### config.mk
export PLATFORM = sky130hd
export DESIGN_NAME = motor_command_line_parser_flat
export DESIGN_NICKNAME = d
export VERILOG_FILES = /design/src/design/mclp_pkg.sv /design/src/design/mclp_if.sv /design/src/design/motor_command_line_parser.sv /design/src/design/mclp_parse_core.sv /design/src/design/mclp_out_stage.sv /design/src/flat_wrapper.sv
export SDC_FILE = /design/constraint.sdc
export NUM_CORES = 1
export LEC_CHECK = 0
export BUFFER_PORTS_ARGS = -buffer_cell sky130_fd_sc_hd__buf_2
export CORE_MARGIN = 2
export CORE_UTILIZATION = 35
export DETAILED_ROUTE_END_ITERATION = 7
export GPL_TIMING_DRIVEN = 0
export MAX_ROUTING_LAYER = met4
export RECOVER_POWER = 25
export SLEW_MARGIN = 20
export SYNTH_ARGS = -nofsm -noshare
export SYNTH_HDL_FRONTEND = slang
export SYNTH_SLANG_ARGS = --single-unit
### constraint.sdc
create_clock -name i_clk -period 4.7 [get_ports i_clk]
set_input_delay 0.94 -clock i_clk [delete_from_list [all_inputs] [get_ports i_clk]]
set_output_delay 0.94 -clock i_clk [all_outputs]
set_load 0.02 [all_outputs]
### src/design/mclp_pkg.sv
// Package: shared constants and types for the motor command line parser.
`timescale 1ns / 1ps

package mclp_pkg;

    localparam int unsigned LINE_LEN = 100;
    localparam int unsigned POS_W    = 7;
    localparam int unsigned MAG_W    = 31;
    localparam int unsigned ID_W     = 4;
    localparam int unsigned SPEED_W  = 32;

    typedef logic [POS_W-1:0]   t_pos;
    typedef logic [MAG_W-1:0]   t_mag;
    typedef logic [ID_W-1:0]    t_id;
    typedef logic [7:0]         t_byte;

    localparam t_byte CH_NEWLINE = 8'd10;
    localparam t_byte CH_M       = 8'h6D;
    localparam t_byte CH_COLON   = 8'h3A;
    localparam t_byte CH_MINUS   = 8'h2D;
    localparam t_byte CH_ZERO    = 8'h30;
    localparam t_byte CH_NINE    = 8'h39;

    localparam t_mag MAG_MAX = {MAG_W{1'b1}};

    localparam t_pos POS_CMD   = POS_W'(0);
    localparam t_pos POS_ID    = POS_W'(1);
    localparam t_pos POS_COLON = POS_W'(2);
    localparam t_pos POS_SIGN  = POS_W'(3);
    localparam t_pos POS_LIMIT = POS_W'(LINE_LEN);

    typedef struct packed {
        t_id                       motor_id;
        logic signed [SPEED_W-1:0] motor_speed;
    } t_result;

endpackage

### src/design/mclp_if.sv
// Interfaces: byte input channel and command result channel.
`timescale 1ns / 1ps

interface mclp_byte_if;
    logic             valid;
    logic             ready;
    mclp_pkg::t_byte  rx_byte;

    modport source (output valid, output rx_byte, input ready);
    modport sink   (input valid, input rx_byte, output ready);
endinterface

interface mclp_result_if;
    logic                                 valid;
    logic                                 ready;
    mclp_pkg::t_id                        motor_id;
    logic signed [mclp_pkg::SPEED_W-1:0]  motor_speed;

    modport source (output valid, output motor_id, output motor_speed, input ready);
    modport sink   (input valid, input motor_id, input motor_speed, output ready);
endinterface

### src/design/motor_command_line_parser.sv
// Top level: motor command line parser, byte input to command results.
// The ending newline is captured in the input register, and its result is then captured in the result register.
// Throughput: one byte per cycle while the result channel is not stalled.
// The input register and the result register are each one stage, so a
// stalled result holds back one byte.
// Reset (synchronous, active low) clears line state and both valid flags.
`timescale 1ns / 1ps

module motor_command_line_parser (
    input  logic           i_clk,
    input  logic           i_rst_n,
    mclp_byte_if.sink      i_rx,
    mclp_result_if.source  o_cmd
);

    logic              r_in_valid, n_in_valid;
    mclp_pkg::t_byte   r_in_byte;
    logic              out_free;
    logic              advance;
    logic              res_valid;
    mclp_pkg::t_result result;

    // stage one moves whenever the result register can take a result
    assign advance    = r_in_valid && out_free;
    assign i_rx.ready = !r_in_valid || out_free;

    always_comb begin
        n_in_valid = r_in_valid;
        if (i_rx.ready) begin
            n_in_valid = i_rx.valid;
        end
    end

    always_ff @(posedge i_clk) begin
        if (!i_rst_n) begin
            r_in_valid <= 1'b0;
        end else begin
            r_in_valid <= n_in_valid;
        end
    end

    always_ff @(posedge i_clk) begin
        if (i_rx.valid && i_rx.ready) begin
            r_in_byte <= i_rx.rx_byte;
        end
    end

    mclp_parse_core u_core (
        .i_clk       (i_clk),
        .i_rst_n     (i_rst_n),
        .i_step      (advance),
        .i_byte      (r_in_byte),
        .o_res_valid (res_valid),
        .o_result    (result)
    );

    mclp_out_stage u_out (
        .i_clk    (i_clk),
        .i_rst_n  (i_rst_n),
        .i_load   (res_valid),
        .i_result (result),
        .o_free   (out_free),
        .o_cmd    (o_cmd)
    );

    a_hold_when_blocked: assert property (@(posedge i_clk) disable iff (!i_rst_n)
        r_in_valid && !out_free |=> r_in_valid && $stable(r_in_byte))
        else $error("input stage lost a byte while blocked");

    a_result_from_newline: assert property (@(posedge i_clk) disable iff (!i_rst_n)
        res_valid |-> advance && (r_in_byte == mclp_pkg::CH_NEWLINE))
        else $error("result raised without a newline");

    a_id_range: assert property (@(posedge i_clk) disable iff (!i_rst_n)
        o_cmd.valid |-> (o_cmd.motor_id <= mclp_pkg::ID_W'(9)))
        else $error("motor id out of range");

endmodule

### src/design/mclp_parse_core.sv
// Parse core: per-byte line state update and command result formation.
`timescale 1ns / 1ps

module mclp_parse_core (
    input  logic              i_clk,
    input  logic              i_rst_n,
    input  logic              i_step,
    input  mclp_pkg::t_byte   i_byte,
    output logic              o_res_valid,
    output mclp_pkg::t_result o_result
);

    localparam int unsigned MAG_W_X = mclp_pkg::MAG_W + 4;

    mclp_pkg::t_pos r_pos,    n_pos;
    logic           r_start,  n_start;
    mclp_pkg::t_id  r_digit,  n_digit;
    logic           r_colon,  n_colon;
    logic           r_neg,    n_neg;
    logic           r_active, n_active;
    mclp_pkg::t_mag r_mag,    n_mag;

    logic               is_digit;
    mclp_pkg::t_id      digit_val;
    logic [MAG_W_X-1:0] acc;
    mclp_pkg::t_mag     mag_add;

    assign is_digit  = (i_byte >= mclp_pkg::CH_ZERO) && (i_byte <= mclp_pkg::CH_NINE);
    assign digit_val = mclp_pkg::ID_W'(i_byte - mclp_pkg::CH_ZERO);

    // mag * 10 + digit, saturated
    assign acc = ({4'b0, r_mag} << 3) + ({4'b0, r_mag} << 1)
               + {{(MAG_W_X - mclp_pkg::ID_W){1'b0}}, digit_val};
    assign mag_add = (acc > {4'b0, mclp_pkg::MAG_MAX}) ? mclp_pkg::MAG_MAX
                                                       : acc[mclp_pkg::MAG_W-1:0];

    assign o_result.motor_id    = r_digit;
    assign o_result.motor_speed = r_neg ? (mclp_pkg::SPEED_W'(0) - {1'b0, r_mag})
                                        : {1'b0, r_mag};

    always_comb begin
        n_pos       = r_pos;
        n_start     = r_start;
        n_digit     = r_digit;
        n_colon     = r_colon;
        n_neg       = r_neg;
        n_active    = r_active;
        n_mag       = r_mag;
        o_res_valid = 1'b0;
        if (i_step) begin
            if (i_byte == mclp_pkg::CH_NEWLINE) begin
                o_res_valid = r_start && r_colon;
                n_pos       = '0;
                n_start     = 1'b0;
                n_digit     = '0;
                n_colon     = 1'b0;
                n_neg       = 1'b0;
                n_active    = 1'b0;
                n_mag       = '0;
            end else if (r_pos < mclp_pkg::POS_LIMIT) begin
                n_pos = r_pos + mclp_pkg::POS_W'(1);
                case (r_pos)
                    mclp_pkg::POS_CMD: begin
                        n_start = (i_byte == mclp_pkg::CH_M);
                    end
                    mclp_pkg::POS_ID: begin
                        n_digit = is_digit ? digit_val : '0;
                    end
                    mclp_pkg::POS_COLON: begin
                        n_colon = (i_byte == mclp_pkg::CH_COLON);
                    end
                    mclp_pkg::POS_SIGN: begin
                        if (i_byte == mclp_pkg::CH_MINUS) begin
                            n_neg    = 1'b1;
                            n_active = 1'b1;
                        end else if (is_digit) begin
                            n_active = 1'b1;
                            n_mag    = mag_add;
                        end else begin
                            n_active = 1'b0;
                        end
                    end
                    default: begin
                        if (r_active && is_digit) begin
                            n_mag = mag_add;
                        end else begin
                            n_active = 1'b0;
                        end
                    end
                endcase
            end
        end
    end

    always_ff @(posedge i_clk) begin
        if (!i_rst_n) begin
            r_pos    <= '0;
            r_start  <= 1'b0;
            r_digit  <= '0;
            r_colon  <= 1'b0;
            r_neg    <= 1'b0;
            r_active <= 1'b0;
            r_mag    <= '0;
        end else begin
            r_pos    <= n_pos;
            r_start  <= n_start;
            r_digit  <= n_digit;
            r_colon  <= n_colon;
            r_neg    <= n_neg;
            r_active <= n_active;
            r_mag    <= n_mag;
        end
    end

    a_pos_bound: assert property (@(posedge i_clk) disable iff (!i_rst_n)
        r_pos <= mclp_pkg::POS_LIMIT)
        else $error("line position past limit");

    a_newline_clears: assert property (@(posedge i_clk) disable iff (!i_rst_n)
        i_step && (i_byte == mclp_pkg::CH_NEWLINE) |=> (r_pos == '0) && (r_mag == '0))
        else $error("newline did not clear line state");

    a_active_after_sign: assert property (@(posedge i_clk) disable iff (!i_rst_n)
        r_active |-> (r_pos > mclp_pkg::POS_SIGN))
        else $error("speed digits active before sign position");

endmodule

### src/design/mclp_out_stage.sv
// Output stage: result register holding one command until its transfer.
`timescale 1ns / 1ps

module mclp_out_stage (
    input  logic                  i_clk,
    input  logic                  i_rst_n,
    input  logic                  i_load,
    input  mclp_pkg::t_result     i_result,
    output logic                  o_free,
    mclp_result_if.source         o_cmd
);

    logic              r_valid, n_valid;
    mclp_pkg::t_result r_result;

    assign o_free = !r_valid || o_cmd.ready;

    always_comb begin
        n_valid = r_valid;
        if (o_free) begin
            n_valid = i_load;
        end
    end

    always_ff @(posedge i_clk) begin
        if (!i_rst_n) begin
            r_valid <= 1'b0;
        end else begin
            r_valid <= n_valid;
        end
    end

    always_ff @(posedge i_clk) begin
        if (o_free && i_load) begin
            r_result <= i_result;
        end
    end

    assign o_cmd.valid       = r_valid;
    assign o_cmd.motor_id    = r_result.motor_id;
    assign o_cmd.motor_speed = r_result.motor_speed;

endmodule
### src/flat_wrapper.sv
// flat-port wrapper written by rule: the top's interface ports become plain ports
module motor_command_line_parser_flat 
  (i_clk, i_rst_n, i_rx_valid, i_rx_rx_byte, i_rx_ready, o_cmd_valid, o_cmd_motor_id, o_cmd_motor_speed, o_cmd_ready);
  mclp_byte_if i_rx_i ();
  mclp_result_if o_cmd_i ();
  input  logic i_clk;
  input  logic i_rst_n;
  input wire logic [$bits(i_rx_i.valid)-1:0] i_rx_valid;
  input wire logic [$bits(i_rx_i.rx_byte)-1:0] i_rx_rx_byte;
  output wire logic [$bits(i_rx_i.ready)-1:0] i_rx_ready;
  output wire logic [$bits(o_cmd_i.valid)-1:0] o_cmd_valid;
  output wire logic [$bits(o_cmd_i.motor_id)-1:0] o_cmd_motor_id;
  output wire logic [$bits(o_cmd_i.motor_speed)-1:0] o_cmd_motor_speed;
  input wire logic [$bits(o_cmd_i.ready)-1:0] o_cmd_ready;
  assign i_rx_i.valid = i_rx_valid;
  assign i_rx_i.rx_byte = i_rx_rx_byte;
  assign i_rx_ready = i_rx_i.ready;
  assign o_cmd_valid = o_cmd_i.valid;
  assign o_cmd_motor_id = o_cmd_i.motor_id;
  assign o_cmd_motor_speed = o_cmd_i.motor_speed;
  assign o_cmd_i.ready = o_cmd_ready;
  motor_command_line_parser u_core (.i_clk(i_clk), .i_rst_n(i_rst_n), .i_rx(i_rx_i), .o_cmd(o_cmd_i));
endmodule
After elaboration in Yosys (flattened, before gate mapping)
Cells that the tools add are included.

Logic and storage cells: 91. Memories: 0. Bits in read-only memories: 0. Bits in latches: 0. Input bits: 12. Flip-flop bits (word level): 92. RAM bits: 0. Output and inout port bits: 38.

$mul: 0. Reduce and logical (&&, ||, !) cells: 26. Bitwise gates (word level): 0. Multiplexer cells: 32. Shift-type cells: 0. $lt $le $gt $ge: 4. Eq/ne operators: 11. $add $sub $neg: 5. Div/mod/pow operators: 0.

Operator list (count): $mux W31 (7); $pmux W31 S2 (1); $add A34 B32 Y35 (1); $add A35 B4 Y35 (1); $gt A35 B31 Y1 const B (1); $sub A1 B31 Y32 const A (1); $mux W1 (17); $eq A8 B6 Y1 const B (2); $mux W4 (4); $eq A7 B2 Y1 const B (2); $mux W7 (2); $reduce_bool A2 Y1 (6); $reduce_and A3 Y1 (3); $eq A8 B4 Y1 const B (1); $eq A8 B7 Y1 const B (1); $ge A8 B6 Y1 const B (1); $le A8 B6 Y1 const B (1); $reduce_and A4 Y1 (2); $add A7 B1 Y7 const B (1); $eq A7 B1 Y1 const B (1); $logic_not A7 Y1 (1); $lt A7 B7 Y1 const B (1); $logic_and A1 B1 Y1 (6); $ne A3 B3 Y1 const B (2); other kinds (10) (12).

Depth between registers and ports, before layout
Word-level depth: 9. Depth in mapped cells: 13. Depth with buffers taken out: 12.

Cells and area by module
From an unflattened synthesis, not the netlist that was laid out.

Cell total of the unflattened synthesis: 696. Area total of the unflattened synthesis: 6382.4 um^2.

Modules (own cells, without submodules): mclp_parse_core (area each 4938.5 um^2, times used 1, sequential area each 920.9 um^2, cells an instance 641); mclp_out_stage (area each 1138.6 um^2, times used 1, sequential area each 1101.1 um^2, cells an instance 41); motor_command_line_parser (area each 305.3 um^2, times used 1, sequential area each 260.2 um^2, cells an instance 14).

Worst setup path before layout
OpenSTA, ideal clock, no wires.

Kind: reg-to-reg. Start: register u_core.u_core.r_mag[2]. End: register u_core.u_core.r_mag[2]. Buffers on the path: 1. Stages on the path, launching flop included: 13. Clock period less this slack: 3.228 ns. Library setup time: 0.122 ns. Required time: 4.578 ns. Arrival: 3.106 ns. Path slack: 1.472 ns. Path through: dfxtp_1 -> inv_1 -> fa_1 -> fa_1 -> nand2b_1 -> a21oi_1 -> o32a_1 -> a21boi_1 -> o21ai_0 -> a32oi_1 -> a41oi_2 -> buf_2 -> a311o_1.

Cells in the longest elaborated chain, start to end: 9. Elaborated cells between the ends (all ways): 10. Those cells by class: 2 x add/sub; 1 x order compare; 7 x mux.

Ends and longest elaborated chain: start: declaration (line mclp_parse_core.sv:21) `mclp_pkg::t_mag r_mag, n_mag;`; start signal: assignment (line mclp_parse_core.sv:111) `r_mag <= n_mag;`; $add A34 B32 Y35 (*) (line mclp_parse_core.sv:32) `assign acc = ({4'b0, r_mag} << 3) + ({4'b0, r_mag} << 1)`; $add A35 B4 Y35 (*) (line mclp_parse_core.sv:33) `+ {{(MAG_W_X - mclp_pkg::ID_W){1'b0}}, digit_val};`; $gt A35 B31 Y1 (*) (line mclp_parse_core.sv:34) `assign mag_add = (acc > {4'b0, mclp_pkg::MAG_MAX}) ? mclp_pkg::MAG_MAX`; $mux W31 (*) (line mclp_parse_core.sv:34); $mux W31 (line mclp_parse_core.sv:76) `end else if (is_digit) begin`; $mux W31 (line mclp_parse_core.sv:73) `if (i_byte == mclp_pkg::CH_MINUS) begin`; $pmux W31 S2 (*) (line mclp_parse_core.sv:62) `case (r_pos)`; $mux W31 (*) (line mclp_parse_core.sv:60) `end else if (r_pos < mclp_pkg::POS_LIMIT) begin`; $mux W31 (*) (line mclp_parse_core.sv:51) `if (i_byte == mclp_pkg::CH_NEWLINE) begin`.

Mark *: on every way between the ends. The rest lies on a longest branch, timed or not. The select of a mux whose other input is x is not followed. A chain may end at the register's enable or synchronous reset.

Worst setup path in the final report
Start: register u_core.u_core.r_mag[2]. End: register u_core.u_core.r_mag[5].

Cells in the longest elaborated chain, start to end: 9. Elaborated cells between the ends (all ways): 10. Those cells by class: 2 x add/sub; 1 x order compare; 7 x mux.

Ends and longest elaborated chain (line): $add A34 B32 Y35 (*) (mclp_parse_core.sv:32); $add A35 B4 Y35 (*) (mclp_parse_core.sv:33); $gt A35 B31 Y1 (mclp_parse_core.sv:34); $mux W31 (*) (mclp_parse_core.sv:34); $mux W31 (mclp_parse_core.sv:76); $mux W31 (mclp_parse_core.sv:73); $pmux W31 S2 (*) (mclp_parse_core.sv:62); $mux W31 (*) (mclp_parse_core.sv:60); $mux W31 (*) (mclp_parse_core.sv:51).

Marks and branches as above.

==> run_results.csv <==
group,metric,value,unit
cts,clk_latency,0.36,ns
power_and_ir_drop,power_density,232,nW/um^2
worst_setup_path,timing.rr.end,"u_core.u_core.r_mag[5]",
synth,ys_ff_latch,92,
synth,async_flop_share,0,%
sta,finalHoldViolations,0,
cts,cts_tree,"yes",
sta,rsz0062_at_grt,"no",
worst_setup_path,worstPathArrival,4.27,ns
placement,post-dp-hpwl,11300,um
detailed_routing,drc,0,
worst_setup_path,reg2reg_from,"u_core.u_core.r_mag[2]",
sta,tns,0,ns
sta,layout_min_cycle_time,4.02,ns
sta,setup_violations,0,
placement,port_buffers,49,
worst_setup_path,cp-endpoint,"u_core.u_core.r_mag[5]",
layout,syn2layout_area_growth,13.5,%
detailed_routing,drt-vias-per-instance,5.50,
worst_setup_path,crit_required,4.95,ns
worst_setup_path,worstRegToRegCells,12,
sta,worstMarginPinSlew,0.875,ns
hold_path,hold_class,"reg2reg",
floorplan,coreArea,17200,um^2
synth,syn-num-nets,697,
synth,synthCells,617,
grt,grt_antenna_before_repair,0,
power_and_ir_drop,ir_worst_vdd,0.161,mV
detailed_routing,wl_per_cell,16.3,um
cts,root_buffer,"clkbuf_16",
grt,grt_max_degree,34,
floorplan,start_util,35.6,%
grt,grt_pass1_wl,24000,um
placement,dpl-instance-area,6660,um^2
synth,syn_area_per_cell,9.91,um^2
worst_setup_path,crit_type,"reg2reg",
worst_setup_path,crit_path_start,"u_core.u_core.r_mag[2]",
grt,track_usage,17.0,%
sta,drv_slew,0,
worst_setup_path,critPathLaunchType,"flip-flop",
layout,drive_above_1_share,11.4,%
floorplan,die_x,136,um
cts,cts_buffers,9,
placement,gp_congestion,0.844,
detailed_routing,wirelength,14800,um
layout,postLayoutCoreUtil,40.4,%
grt,overflow,0,
layout,diodes,0,
detailed_routing,drt_iter0_markers,295,
power_and_ir_drop,leakage,2.89,nW
synth,synth_edf_count,44,
worst_setup_path,r2r_slack,0.68,ns
power_and_ir_drop,power,1.61,mW
flow_run,drv_cap,0,
placement,dp.cells,892,
detailed_routing,first_pass_iters,4,
sta,fmaxAchievable,249,MHz
layout,nets,758,
cts,cts_setup_buffers,0,
worst_setup_path,end_kind,"flip-flop",
sta,fin_crit_sh,85.5,%
hold_path,whs_path_depth,0,
layout,stdcell_area,6940,um^2
sta,fin_skew,0.0115,ns
floorplan,die_y,136,um
cts,ctsResizeCount,0,
cts,clk_pin_slew,0.07,ns
synth,synthesis.area,6110,um^2
floorplan,dieArea,18500,um^2
cts,cts_hold_buf,0,
detailed_routing,ant_nets,0,
outcome,outcome,"complete, no violations",
synth,synth.distinct_cells,70,
floorplan,rows,48,
sta,relSlewSlack,41.1,%
layout,layoutNonFillerInstCount,908,
synth,synth_ff_type,"dfxtp_1",
cts,cts_buffer_depth,2,
cts,h-tree-depth,3,
detailed_routing,vias,4993,
cts,cts_num_sinks,92,
floorplan,pin_count,50,
synth,ys_seq_area_share,37.3,%
layout,n_fill_cell,1729,
synth,ys_warn_count,0,
worst_setup_path,cp_max_fo,10,
grt,first_global_vias,4840,
-- report_power, final --
| part | internal [mW] | switching, mW |
|---|---|---|
| logic | 0.0183 | 0.0262 |
| clock network | 0.373 | 0.345 |
| registers | 0.840 | 0.00734 |
-- metrics by stage --
| stage | worst slack [ns] | hold WS, ns |
|---|---|---|
| after floorplan | 1.47 | 0.409 |
| after global placement | 0.837 | 0.425 |
| after detailed placement | 0.738 | 0.433 |
| after CTS | 0.730 | 0.448 |
| after global routing | 0.451 | 0.461 |
| final | 0.682 | 0.444 |
-- state kept, by name, summed over array words and instances (netlist names) --
register,cells
u_core.u_core.r_mag,31
u_core.u_out.o_cmd.motor_id,4
u_core.r_in_valid,1
u_core.u_core.r_start,1
u_core.u_core.r_active,1
u_core.u_out.o_cmd.valid,1
u_core.u_out.o_cmd.motor_speed,32
u_core.u_core.r_colon,1
u_core.r_in_byte,8
u_core.u_core.r_neg,1
u_core.u_core.r_digit,4
u_core.u_core.r_pos,7
-- worst min path at each step --
stage / start / endpoint
floorplan: u_core.u_core.r_digit[0] / u_core.u_out.o_cmd.motor_id[0]
global placement: u_core.u_core.r_digit[1] / u_core.u_out.o_cmd.motor_id[1]
detailed placement: u_core.u_core.r_digit[3] / u_core.u_out.o_cmd.motor_id[3]
CTS: u_core.u_core.r_digit[3] / u_core.u_out.o_cmd.motor_id[3]
global route: u_core.u_core.r_digit[3] / u_core.u_out.o_cmd.motor_id[3]
finish: u_core.u_core.r_digit[3] / u_core.u_out.o_cmd.motor_id[3]
-- critical path: stages, from the launching register on --
cell and delay [ns]:
dfxtp_1 0.43, inv_1 0.12, fa_1 0.61, fa_1 0.23
nand2b_1 0.16, a21oi_1 0.12, o32a_1 0.43, a21boi_1 0.42
o21ai_0 0.34, a32oi_1 0.30, a41oi_2 0.19, buf_2 0.24
a311o_1 0.33
-- kinds of logic after synthesis --
| kind of cell | after synthesis | synth area share (%) |
|---|---|---|
| DFF | 92 | 37.3 |
| xor gates and xnor gates | 61 | 8.74 |
| buffers and inverters | 34 | 2.58 |
| AOI/OAI and AO/OA | 185 | 21.6 |
| muxes | 3 | 0.512 |
| adders and majority gates | 68 | 14.2 |
| and+or+nand+nor | 174 | 15.1 |
-- cell usage in the layout, fill, tap and decap left out, types with 10 or more instances in the layout --
| master | Yosys | final |
|---|---|---|
| ha_1 | 66 | 66 |
| nand2_1 | 54 | 54 |
| dfxtp_1 | 48 | 48 |
| edfxtp_1 | 44 | 44 |
| a21oi_1 | 43 | 43 |
| xnor2_1 | 41 | 41 |
| buf_2 | 6 | 40 |
| o21ai_0 | 33 | 33 |
| nor2_1 | 26 | 26 |
| clkbuf_1 | 9 | 25 |
| a221o_1 | 22 | 22 |
| xor2_1 | 20 | 20 |
| nand3_1 | 18 | 18 |
| inv_1 | 14 | 14 |
| o31ai_1 | 13 | 13 |
| a21o_1 | 13 | 13 |
| nor3_1 | 10 | 10 |
-- routing by layer --
layer / GRT usage [%] / wire length [um] / vias up
met4: 6.13 / 372 / 0
li1: - / - / 2490
met2: 28.5 / 7320 / 93
met1: 19.9 / 6560 / 2387
met5: - / 0 / -
met3: 3.73 / 516 / 23
-- cell type report --
type	count	area [um^2]	share of cell area (%)
Multi-Input combinational cell	491	3680	53.0
Sequential cell	92	2280	32.9
Tap cell	225	282	4.06
Timing Repair Buffer	50	246	3.55
Clock buffer	9	225	3.25
Buffer	19	101	1.46
Clock inverter	7	68.8	0.992
Inverter	15	56.3	0.812
-- synth_stat cells (5+ instances only) --
cell | instances | area [um^2]
nor3_1 | 10 | 50.1
a21boi_0 | 6 | 45.0
ha_1 | 66 | 826
or4_1 | 8 | 60.1
o41ai_1 | 5 | 43.8
buf_2 | 6 | 30.0
a221o_1 | 22 | 220
nand2b_1 | 8 | 50.1
nand4_1 | 7 | 43.8
xnor2_1 | 41 | 359
nand2_1 | 54 | 203
o211ai_1 | 7 | 52.6
nor2b_1 | 5 | 31.3
inv_1 | 14 | 52.6
nand3_1 | 18 | 90.1
edfxtp_1 | 44 | 1320
a21o_1 | 13 | 97.6
o31ai_1 | 13 | 97.6
a31oi_1 | 7 | 43.8
nor2_1 | 26 | 97.6
xor2_1 | 20 | 175
a21oi_1 | 43 | 215
clkbuf_1 | 9 | 33.8
dfxtp_1 | 48 | 961
o21a_1 | 8 | 60.1
o21ai_0 | 33 | 165
and2_1 | 5 | 31.3
nor4_1 | 7 | 43.8
(Power assumes the default switching activity.)
